[src/tmr0i_pkg.sv]
// Shared types and constants for the Timer0 and interrupt unit.
// Used by every module of the block; depends on nothing.
`default_nettype none

package tmr0i_pkg;

  // Program counter width, fixed by the payload layout.
  localparam int PC_BITS = 13;

  // Configuration port layout.
  localparam int CFG_INDEX_BITS = 2;
  localparam int CFG_DATA_BITS  = 8;
  localparam logic [CFG_INDEX_BITS-1:0] CFG_OPTION  = 2'd0;
  localparam logic [CFG_INDEX_BITS-1:0] CFG_ENABLES = 2'd1;

  // Register reset values.
  localparam logic [7:0] OPTION_RESET  = 8'hFF;
  localparam logic [2:0] ENABLES_RESET = 3'd0;

  // Flag bit positions: GIE, T0IF, INTF, RBIF.
  localparam int FLAG_GIE  = 3;
  localparam int FLAG_T0IF = 2;
  localparam int FLAG_INTF = 1;
  localparam int FLAG_RBIF = 0;

  // Interrupt cause codes.
  localparam logic [1:0] CAUSE_NONE  = 2'd0;
  localparam logic [1:0] CAUSE_RB0   = 2'd1;
  localparam logic [1:0] CAUSE_RBCHG = 2'd2;
  localparam logic [1:0] CAUSE_TMR0  = 2'd3;

  localparam logic [7:0] TMR0_MAX = 8'hFF;

  // One executed instruction.
  typedef struct packed {
    logic [1:0]         cycles_passed;
    logic [7:0]         port_b;
    logic               ra4_pin;
    logic [PC_BITS-1:0] program_counter;
    logic               flag_write_enable;
    logic [3:0]         flag_write_value;
    logic               timer_write_enable;
    logic [7:0]         timer_write_value;
  } in_t;

  // One result word.
  typedef struct packed {
    logic               take_interrupt;
    logic [1:0]         interrupt_cause;
    logic [PC_BITS-1:0] return_address;
    logic [7:0]         timer_value;
    logic [3:0]         flag_bits;
  } out_t;

  // Decoded configuration handed from the register file to the core.
  typedef struct packed {
    logic       intedg;
    logic       t0cs;
    logic       t0se;
    logic       psa;
    logic [2:0] ps;
    logic       t0ie;
    logic       inte;
    logic       rbie;
  } cfg_t;

endpackage

`default_nettype wire

[src/timer0_and_interrupt_unit.sv]
// Top level of the Timer0 and interrupt unit: input register, step core, result register.
// Depends on tmr0i_pkg, tmr0i_cfg and tmr0i_core.
//
// Usage:
//   The input channel (in_valid, in_stall, in_data) takes one word per
//   executed instruction. A word is accepted at a clock edge with in_valid
//   high and in_stall low. The output channel (out_valid, out_stall,
//   out_data) returns exactly one result word per input word, in order.
//   The configuration channel (cfg_valid, cfg_ready, cfg_index, cfg_data)
//   writes OPTION (index 0) or the source enables (index 1); cfg_ready is
//   always high and writes are expected only while the unit is idle.
//   The accepting edge loads the input register; from there the word moves
//   through the interrupt and Timer0 logic into the result register and
//   raises out_valid. Throughput is one word per cycle while the receiver
//   does not stall, as the timer and flag state update once per word.
//   When the receiver stalls, the result register holds and the input
//   register can still take one more word; after that in_stall rises.
//   Synchronous reset empties both registers, clears the timer and flag
//   state, and loads OPTION with all ones and the enables with zero.
`default_nettype none

module timer0_and_interrupt_unit
  import tmr0i_pkg::*;
(
  input  wire logic                      clk,
  input  wire logic                      rst,
  input  wire logic                      in_valid,
  output logic                           in_stall,
  input  wire in_t                       in_data,
  output logic                           out_valid,
  input  wire logic                      out_stall,
  output out_t                           out_data,
  input  wire logic                      cfg_valid,
  output logic                           cfg_ready,
  input  wire logic [CFG_INDEX_BITS-1:0] cfg_index,
  input  wire logic [CFG_DATA_BITS-1:0]  cfg_data
);

  cfg_t cfg;
  logic s1_valid;
  in_t  s1_data;
  logic advance;
  logic step_en;
  out_t res;

  assign cfg_ready = 1'b1;

  tmr0i_cfg u_cfg (
    .clk       (clk),
    .rst       (rst),
    .cfg_valid (cfg_valid),
    .cfg_index (cfg_index),
    .cfg_data  (cfg_data),
    .cfg       (cfg)
  );

  // The result register frees up when empty or when its word is taken.
  assign advance  = !out_valid || !out_stall;
  assign in_stall = s1_valid && !advance;
  assign step_en  = s1_valid && advance;

  // Input register.
  always_ff @(posedge clk) begin
    if (rst) begin
      s1_valid <= 1'b0;
    end else if (!in_stall) begin
      s1_valid <= in_valid;
    end
  end

  always_ff @(posedge clk) begin
    if (in_valid && !in_stall) begin
      s1_data <= in_data;
    end
  end

  tmr0i_core u_core (
    .clk     (clk),
    .rst     (rst),
    .step_en (step_en),
    .cfg     (cfg),
    .item    (s1_data),
    .res     (res)
  );

  // Result register.
  always_ff @(posedge clk) begin
    if (rst) begin
      out_valid <= 1'b0;
    end else if (advance) begin
      out_valid <= s1_valid;
    end
  end

  always_ff @(posedge clk) begin
    if (step_en) begin
      out_data <= res;
    end
  end

endmodule

`default_nettype wire

[src/tmr0i_cfg.sv]
// Configuration registers (OPTION and interrupt source enables).
// Depends on tmr0i_pkg.
`default_nettype none

module tmr0i_cfg
  import tmr0i_pkg::*;
(
  input  wire logic                      clk,
  input  wire logic                      rst,
  input  wire logic                      cfg_valid,
  input  wire logic [CFG_INDEX_BITS-1:0] cfg_index,
  input  wire logic [CFG_DATA_BITS-1:0]  cfg_data,
  output cfg_t                           cfg
);

  logic [7:0] option_value;
  logic [2:0] source_enables;

  // Register writes; an index past the list is dropped.
  always_ff @(posedge clk) begin
    if (rst) begin
      option_value   <= OPTION_RESET;
      source_enables <= ENABLES_RESET;
    end else if (cfg_valid) begin
      case (cfg_index)
        CFG_OPTION:  option_value   <= cfg_data;
        CFG_ENABLES: source_enables <= cfg_data[2:0];
        default: ;
      endcase
    end
  end

  // Field decode.
  always_comb begin
    cfg.intedg = option_value[6];
    cfg.t0cs   = option_value[5];
    cfg.t0se   = option_value[4];
    cfg.psa    = option_value[3];
    cfg.ps     = option_value[2:0];
    cfg.t0ie   = source_enables[2];
    cfg.inte   = source_enables[1];
    cfg.rbie   = source_enables[0];
  end

endmodule

`default_nettype wire

[src/tmr0i_core.sv]
// Interrupt detection and Timer0 step for one instruction, with the state registers.
// Depends on tmr0i_pkg.
`default_nettype none

module tmr0i_core
  import tmr0i_pkg::*;
(
  input  wire logic clk,
  input  wire logic rst,
  input  wire logic step_en,
  input  wire cfg_t cfg,
  input  wire in_t  item,
  output out_t      res
);

  logic [7:0] timer_count, timer_count_next;
  logic [8:0] prescale_count, prescale_count_next;
  logic [3:0] interrupt_flags, interrupt_flags_next;
  logic       last_rb0, last_rb0_next;
  logic [3:0] last_rb_high, last_rb_high_next;
  logic       last_ra4;

  logic [3:0] flags_w;
  logic [7:0] timer_w;
  logic       rb0;
  logic [3:0] rb_high;
  logic [1:0] cause;
  logic [8:0] count_inc;
  logic [8:0] prescale;

  always_comb begin
    // Instruction writes come first.
    flags_w = item.flag_write_enable  ? item.flag_write_value  : interrupt_flags;
    timer_w = item.timer_write_enable ? item.timer_write_value : timer_count;
    rb0     = item.port_b[0];
    rb_high = item.port_b[7:4];

    // Interrupt sources in priority order, gated by GIE.
    cause = CAUSE_NONE;
    if (flags_w[FLAG_GIE]) begin
      if (cfg.inte && (last_rb0 != rb0) && (rb0 == cfg.intedg)) begin
        cause = CAUSE_RB0;
      end else if (cfg.rbie && (last_rb_high != rb_high)) begin
        cause = CAUSE_RBCHG;
      end else if (cfg.t0ie && flags_w[FLAG_T0IF]) begin
        cause = CAUSE_TMR0;
      end
    end

    interrupt_flags_next = flags_w;
    last_rb0_next        = last_rb0;
    last_rb_high_next    = last_rb_high;
    if (cause != CAUSE_NONE) begin
      interrupt_flags_next[FLAG_GIE] = 1'b0;
      if (cause == CAUSE_RB0) begin
        interrupt_flags_next[FLAG_INTF] = 1'b1;
      end
      if (cause == CAUSE_RBCHG) begin
        interrupt_flags_next[FLAG_RBIF] = 1'b1;
      end
    end else begin
      last_rb0_next     = rb0;
      last_rb_high_next = rb_high;
    end

    // Timer0 clock: instruction cycles, or the selected RA4 edge.
    count_inc = 9'd0;
    if (!cfg.t0cs) begin
      count_inc = {7'd0, item.cycles_passed};
    end else if ((last_ra4 != item.ra4_pin) && (last_ra4 == cfg.t0se)) begin
      count_inc = 9'd1;
    end
    prescale_count_next = prescale_count + count_inc;

    prescale = cfg.psa ? 9'd1 : (9'd2 << cfg.ps);
    timer_count_next = timer_w;
    if (prescale_count_next >= prescale) begin
      if (timer_w == TMR0_MAX) begin
        interrupt_flags_next[FLAG_T0IF] = 1'b1;
      end
      timer_count_next    = timer_w + 8'd1;
      prescale_count_next = 9'd0;
    end

    res.take_interrupt  = (cause != CAUSE_NONE);
    res.interrupt_cause = cause;
    res.return_address  = (cause != CAUSE_NONE) ? item.program_counter : '0;
    res.timer_value     = timer_count_next;
    res.flag_bits       = interrupt_flags_next;
  end

  // State advances once per processed instruction.
  always_ff @(posedge clk) begin
    if (rst) begin
      timer_count     <= 8'd0;
      prescale_count  <= 9'd0;
      interrupt_flags <= 4'd0;
      last_rb0        <= 1'b0;
      last_rb_high    <= 4'd0;
      last_ra4        <= 1'b0;
    end else if (step_en) begin
      timer_count     <= timer_count_next;
      prescale_count  <= prescale_count_next;
      interrupt_flags <= interrupt_flags_next;
      last_rb0        <= last_rb0_next;
      last_rb_high    <= last_rb_high_next;
      last_ra4        <= item.ra4_pin;
    end
  end

endmodule

`default_nettype wire

[config.mk]
export PLATFORM = sky130hd
export DESIGN_NAME = timer0_and_interrupt_unit
export DESIGN_NICKNAME = d
export VERILOG_FILES = /design/src/tmr0i_pkg.sv /design/src/timer0_and_interrupt_unit.sv /design/src/tmr0i_cfg.sv /design/src/tmr0i_core.sv
export SDC_FILE = /design/constraint.sdc
export NUM_CORES = 1
export LEC_CHECK = 0
export BUFFER_PORTS_ARGS = -buffer_cell sky130_fd_sc_hd__buf_4
export CAP_MARGIN = 20
export CELL_PAD_IN_SITES_DETAIL_PLACEMENT = 1
export CELL_PAD_IN_SITES_GLOBAL_PLACEMENT = 2
export CORE_MARGIN = 3
export CORE_UTILIZATION = 40
export CTS_BUF_LIST = sky130_fd_sc_hd__clkbuf_4 sky130_fd_sc_hd__clkbuf_8
export CTS_CLUSTER_DIAMETER = 40
export DETAILED_ROUTE_END_ITERATION = 6
export PLACE_DENSITY_LB_ADDON = 0.25
export SYNTH_ARGS = -nofsm -noshare
export SYNTH_HDL_FRONTEND = slang
export SYNTH_SLANG_ARGS = --single-unit
[constraint.sdc]
create_clock -name clk -period 10.95 [get_ports clk]
set_clock_uncertainty 0.15 [all_clocks]
set_input_delay 2.19 -clock clk [delete_from_list [all_inputs] [get_ports clk]]
set_output_delay 2.19 -clock clk [all_outputs]
set_load 0.1 [all_outputs]
Yosys cells after proc, flatten, opt, wreduce, memory -nomap -nowiden

Index checks and enable logic that the tools add are counted.

Logic and storage cells: 72
Register bits after elaboration: 105
Output and inout bits: 31

$add $sub $neg: 2
Mux-type cells: 17
Eq/ne operators: 9
Bitwise gates (word level): 1
Reduce and logical (&&, ||, !) cells: 18
Magnitude comparators: 1
Shifts and indexed selects: 1

Operators with widths:

| cell                                                | count |
|---|---|
| 2-to-1 mux 9 bit                                    | 2 |
| 2-to-1 mux 8 bit                                    | 2 |
| 2-to-1 mux 2 bit                                    | 6 |
| adder 9 bit                                         | 1 |
| >= comparator 9 bit                                 | 1 |
| left shift 2 x 3 -> 9 bit, first input constant     | 1 |
| adder 8 x 1 -> 8 bit, second input constant         | 1 |
| equality test 8 bit, second input constant          | 1 |
| logical AND 1 bit                                   | 8 |
| 2-to-1 mux 1 bit                                    | 6 |
| AND reduction 2 bit                                 | 3 |
| equality test 2 x 1 -> 1 bit, second input constant | 2 |
| zero test 1 bit                                     | 4 |
| 2-to-1 mux 4 bit                                    | 1 |
| != test 4 bit                                       | 1 |
| equality test 1 bit                                 | 2 |
| equality test 2 bit, second input constant          | 1 |
| zero test 2 bit                                     | 1 |
| != test 1 bit                                       | 2 |
| nonzero test 2 bit                                  | 1 |
| logical OR 1 bit                                    | 1 |
| inverter 1 bit                                      | 1 |

Depth between registers and ports, before layout

Depth in word-level cells: 9
Gate-level depth with buffers: 17

By module

Synthesis repeated with hierarchy kept, for this count alone.

Cells, all modules: 392
Area total of the unflattened synthesis: 4679.5 µm²

Modules (own cells, without submodules):

| module                    | cells each | times used | seq. area each (µm²) | area an instance (µm²) |
|---|---|---|---|---|
| tmr0i_core                | 268        | 1          | 540.5                | 2160.8 |
| timer0_and_interrupt_unit | 78         | 1          | 2021.9               | 2079.5 |
| tmr0i_cfg                 | 46         | 1          | 200.2                | 439.2 |

Least setup slack after synthesis

Ideal clock, no wire load.

Path type: input to output
Start: input port out_stall
End: output port in_stall
Arrival time: 3.001 ns
Path buffers: 0
Slack: 5.609 ns
Required time: 8.610 ns
Stages: 1
Cell sequence: and3_1

Cells in the longest elaborated chain, start to end: 4

RTL lines:

| element            | line                            | text |
|---|---|---|
| start: declaration | timer0_and_interrupt_unit.sv:31 | `input wire logic out_stall,` |
| zero test 1 bit    | timer0_and_interrupt_unit.sv:58 | `assign advance = !out_valid \|\| !out_stall;` |
| logical OR 1 bit   | timer0_and_interrupt_unit.sv:58 |  |
| zero test 1 bit    | timer0_and_interrupt_unit.sv:59 | `assign in_stall = s1_valid && !advance;` |
| logical AND 1 bit  | timer0_and_interrupt_unit.sv:59 |  |
| end: declaration   | timer0_and_interrupt_unit.sv:28 | `output logic in_stall,` |

No other way between the ends.

Worst setup path in the final report

Ends and elaborated chain as after synthesis.

==> summary.txt <==
Status
  • Status: complete, no violations

Timing
  • Worst Tran Pin Value: 0.685 ns
  • Setup TNS: 0 ns
  • Unrepaired setup endpoints after global routing: no
  • Final hold violations: 0
  • Fmax: 192 MHz
  • Final setup violation count: 0
  • Tcrit/Tclk final: 47.5%
  • Max Slew Vio Count: 0
  • Period minus WS final: 5.20 ns
  • Setup ws final: 5.75 ns
  • Slew margin rel.: 54.0%

Placed design
  • Placed Cells: 604
  • Port bufs: 78
  • Gpl congestion: 0.784
  • Dpl hpwl: 7320 um
  • Setup WS pre-CTS: 5.75 ns
  • Placed inst area: 5310 um^2

Yosys
  • Synth Register Bits: 102
  • Mapped cell area: 4580 um^2
  • EDFF count, synth: 63
  • Warnings, synthesis: 0
  • Syn Nets: 464
  • Top-count cell post-synth: edfxtp_1
  • Top FF cell, synth: edfxtp_1
  • Post-Syn Instances: 398
  • Synth top area cells: edfxtp_1 (41%), dfxtp_1 (17%), nand2_1 (4.3%)
  • Register area share after synthesis: 58.3%
  • Count of different cell masters after synthesis: 59
  • Synth cell count leaders: edfxtp_1 (63), nand2_1 (53), dfxtp_1 (39)
  • Syn_area_per_cell: 11.5 um^2
  • Async SR Flop Fraction: 0%
  • Post-synth top area cell: edfxtp_1
  • Yosys top cell area share: 41.3%

Clock network
  • CTS tree: done
  • Clk sinks: 102
  • CTS buffer count: 9
  • CTS H-tree depth: 3
  • Setup bufs post-CTS: 0
  • Cts hold-fix bufs: 0
  • Resized Gates After CTS: 0
  • Clk pin slew, worst setup/hold paths: 0.10 ns
  • Worst skew pair latency: 0.38 ns
  • Max Buffers Root-to-Sink: 2
  • CTS Root Cell: clkbuf_8

Die
  • Rows: 38
  • Die Wd: 113 um
  • I/O pin cnt: 84
  • Die ar.: 12800 um^2
  • Die H: 113 um
  • Core Region: 11000 um^2
  • Initial core utilization: 41.5%

Detailed routing
  • Wirelength, routed: 10400 um
  • Vias/cell: 5.21
  • DRT Pass-1 Iters: 4
  • Drt initial violations: 77
  • Routed vias: 3233
  • Remaining DRCs: 0
  • Routed WL per cell: 16.7 um
  • Antenna viol nets, final: 0

Finish
  • Share of layout cells above drive strength 1: 23.5%
  • Filler cell count: 1209
  • # nets final: 542
  • Synth-to-Final Area Change: 20.9%
  • Non-filler instance count after layout: 621
  • Multi-input logic area: 1810 um^2
  • Antenna diodes: 0
  • Register area: 2670 um^2
  • Design area: 5540 um^2

Setup path
  • Kind of critical path: in2out
  • Endpoint type of the worst setup path: output port
  • Worst path required time: 8.61 ns
  • Startpoint Class: input port
  • Worst EP arrival: 2.86 ns
  • Worst r2r path cells: 16
  • Crit path max fanout: 3

GRT
  • Total grt overflow: 0
  • Vias in the first global route: 3343
  • GRT Total Usage: 16.6%
  • First-pass GRT wire length: 16600 um
  • Initial antenna violation count: 0
  • Largest net degree at the start of global routing: 37

Job
  • Maxcap violations: 0

Pwr
  • Power Density: 149 nW/um^2
  • Tot Pwr: 0.827 mW
  • VDD IR-drop max: 0.0821 mV
  • Pleak: 2.10 nW

Min path
  • WHS Path Cells: 2
  • Hold Path Class: reg2reg
==> worst paths after layout <==
path	start	slack, ns	endpoint
worst max-delay path	out_stall	5.75	in_stall
worst min-delay path	u_core.interrupt_flags[3]$_SDFFE_PP0P_	0.32	u_core.interrupt_flags[3]$_SDFFE_PP0P_
worst max register to register	s1_data[27]$_DFFE_PP_	6.27	u_core.timer_count[7]$_SDFFE_PP0P_
worst min register to register	u_core.interrupt_flags[3]$_SDFFE_PP0P_	0.32	u_core.interrupt_flags[3]$_SDFFE_PP0P_
==> where the power goes <==
part / leakage (nW) / total, mW / switching [mW] / internal [mW]
Sequential: 0.922 / 0.439 / 0.0102 / 0.429
Combinational: 1.08 / 0.136 / 0.0939 / 0.0417
Clock: 0.0996 / 0.252 / 0.142 / 0.110
==> metal layers <==
metal	wire [um]	GRT usage [%]	vias up
met4	194	6.57	0
met2	5210	28.4	61
li1	-	-	1591
met1	4450	20.0	1566
met5	0	0	-
met3	521	4.17	15
==> flip-flops by register name (all words and copies together) (netlist names), 3 cells and up <==
| signal | cells |
|---|---|
| out_data | 28 |
| u_core.last_rb_high | 4 |
| u_core.timer_count | 8 |
| u_cfg.option_value | 7 |
| u_cfg.source_enables | 3 |
| s1_data | 35 |
| u_core.interrupt_flags | 4 |
| u_core.prescale_count | 9 |
==> worst max-delay path, stage by stage <==
cell and delay (ns):
buf_4 0.09, and3_1 0.25, buf_4 0.33
==> cell usage in the layout, fill, tap and decap left out, types with 3 or more instances in the layout <==
master / n
a21oi_1: 22
a31oi_1: 7
and2_1: 14
buf_4: 82
clkbuf_8: 9
dfxtp_1: 39
edfxtp_1: 63
ha_1: 12
inv_1: 6
inv_6: 3
mux2i_1: 19
nand2_1: 53
nand2b_1: 8
nand3_1: 19
nand3b_1: 3
nor2_1: 27
nor2b_1: 3
nor3_1: 5
nor3b_1: 3
nor4_1: 3
o21ai_0: 10
o21ai_1: 3
or4_1: 4
xnor2_1: 9
xor2_1: 9
==> through the flow <==
stage	hold WS, ns	util (%)
after floorplan	0.286	-
after global routing	0.351	50.2
after global placement	0.295	48.1
after detailed placement	0.302	48.1
after CTS	0.318	50.0
final	0.316	50.2
==> kinds of logic after synthesis <==
kind of cell,after synthesis,share of synthesized area (%)
AO/OA/AOI/OAI,61,8.93
XOR/XNOR,18,3.44
adder cells (fa/ha/maj),13,3.71
buffers and inverters,24,2.27
flip-flops,102,58.3
multiplexers,22,4.97
other,1,0.0818
AND/OR/NAND/NOR,157,18.3
==> area by class of cell <==
cell class                 instances  share of cell area, %
sequential                       102                   48.3
clock inverter                     7                   1.58
tap                              140                   3.16
inverter                           8                  0.542
multi-input combinational        272                   32.7
timing repair buffer              83                   11.5
clock buffer                       9                   2.24
Power figures use the tool's default switching activity.
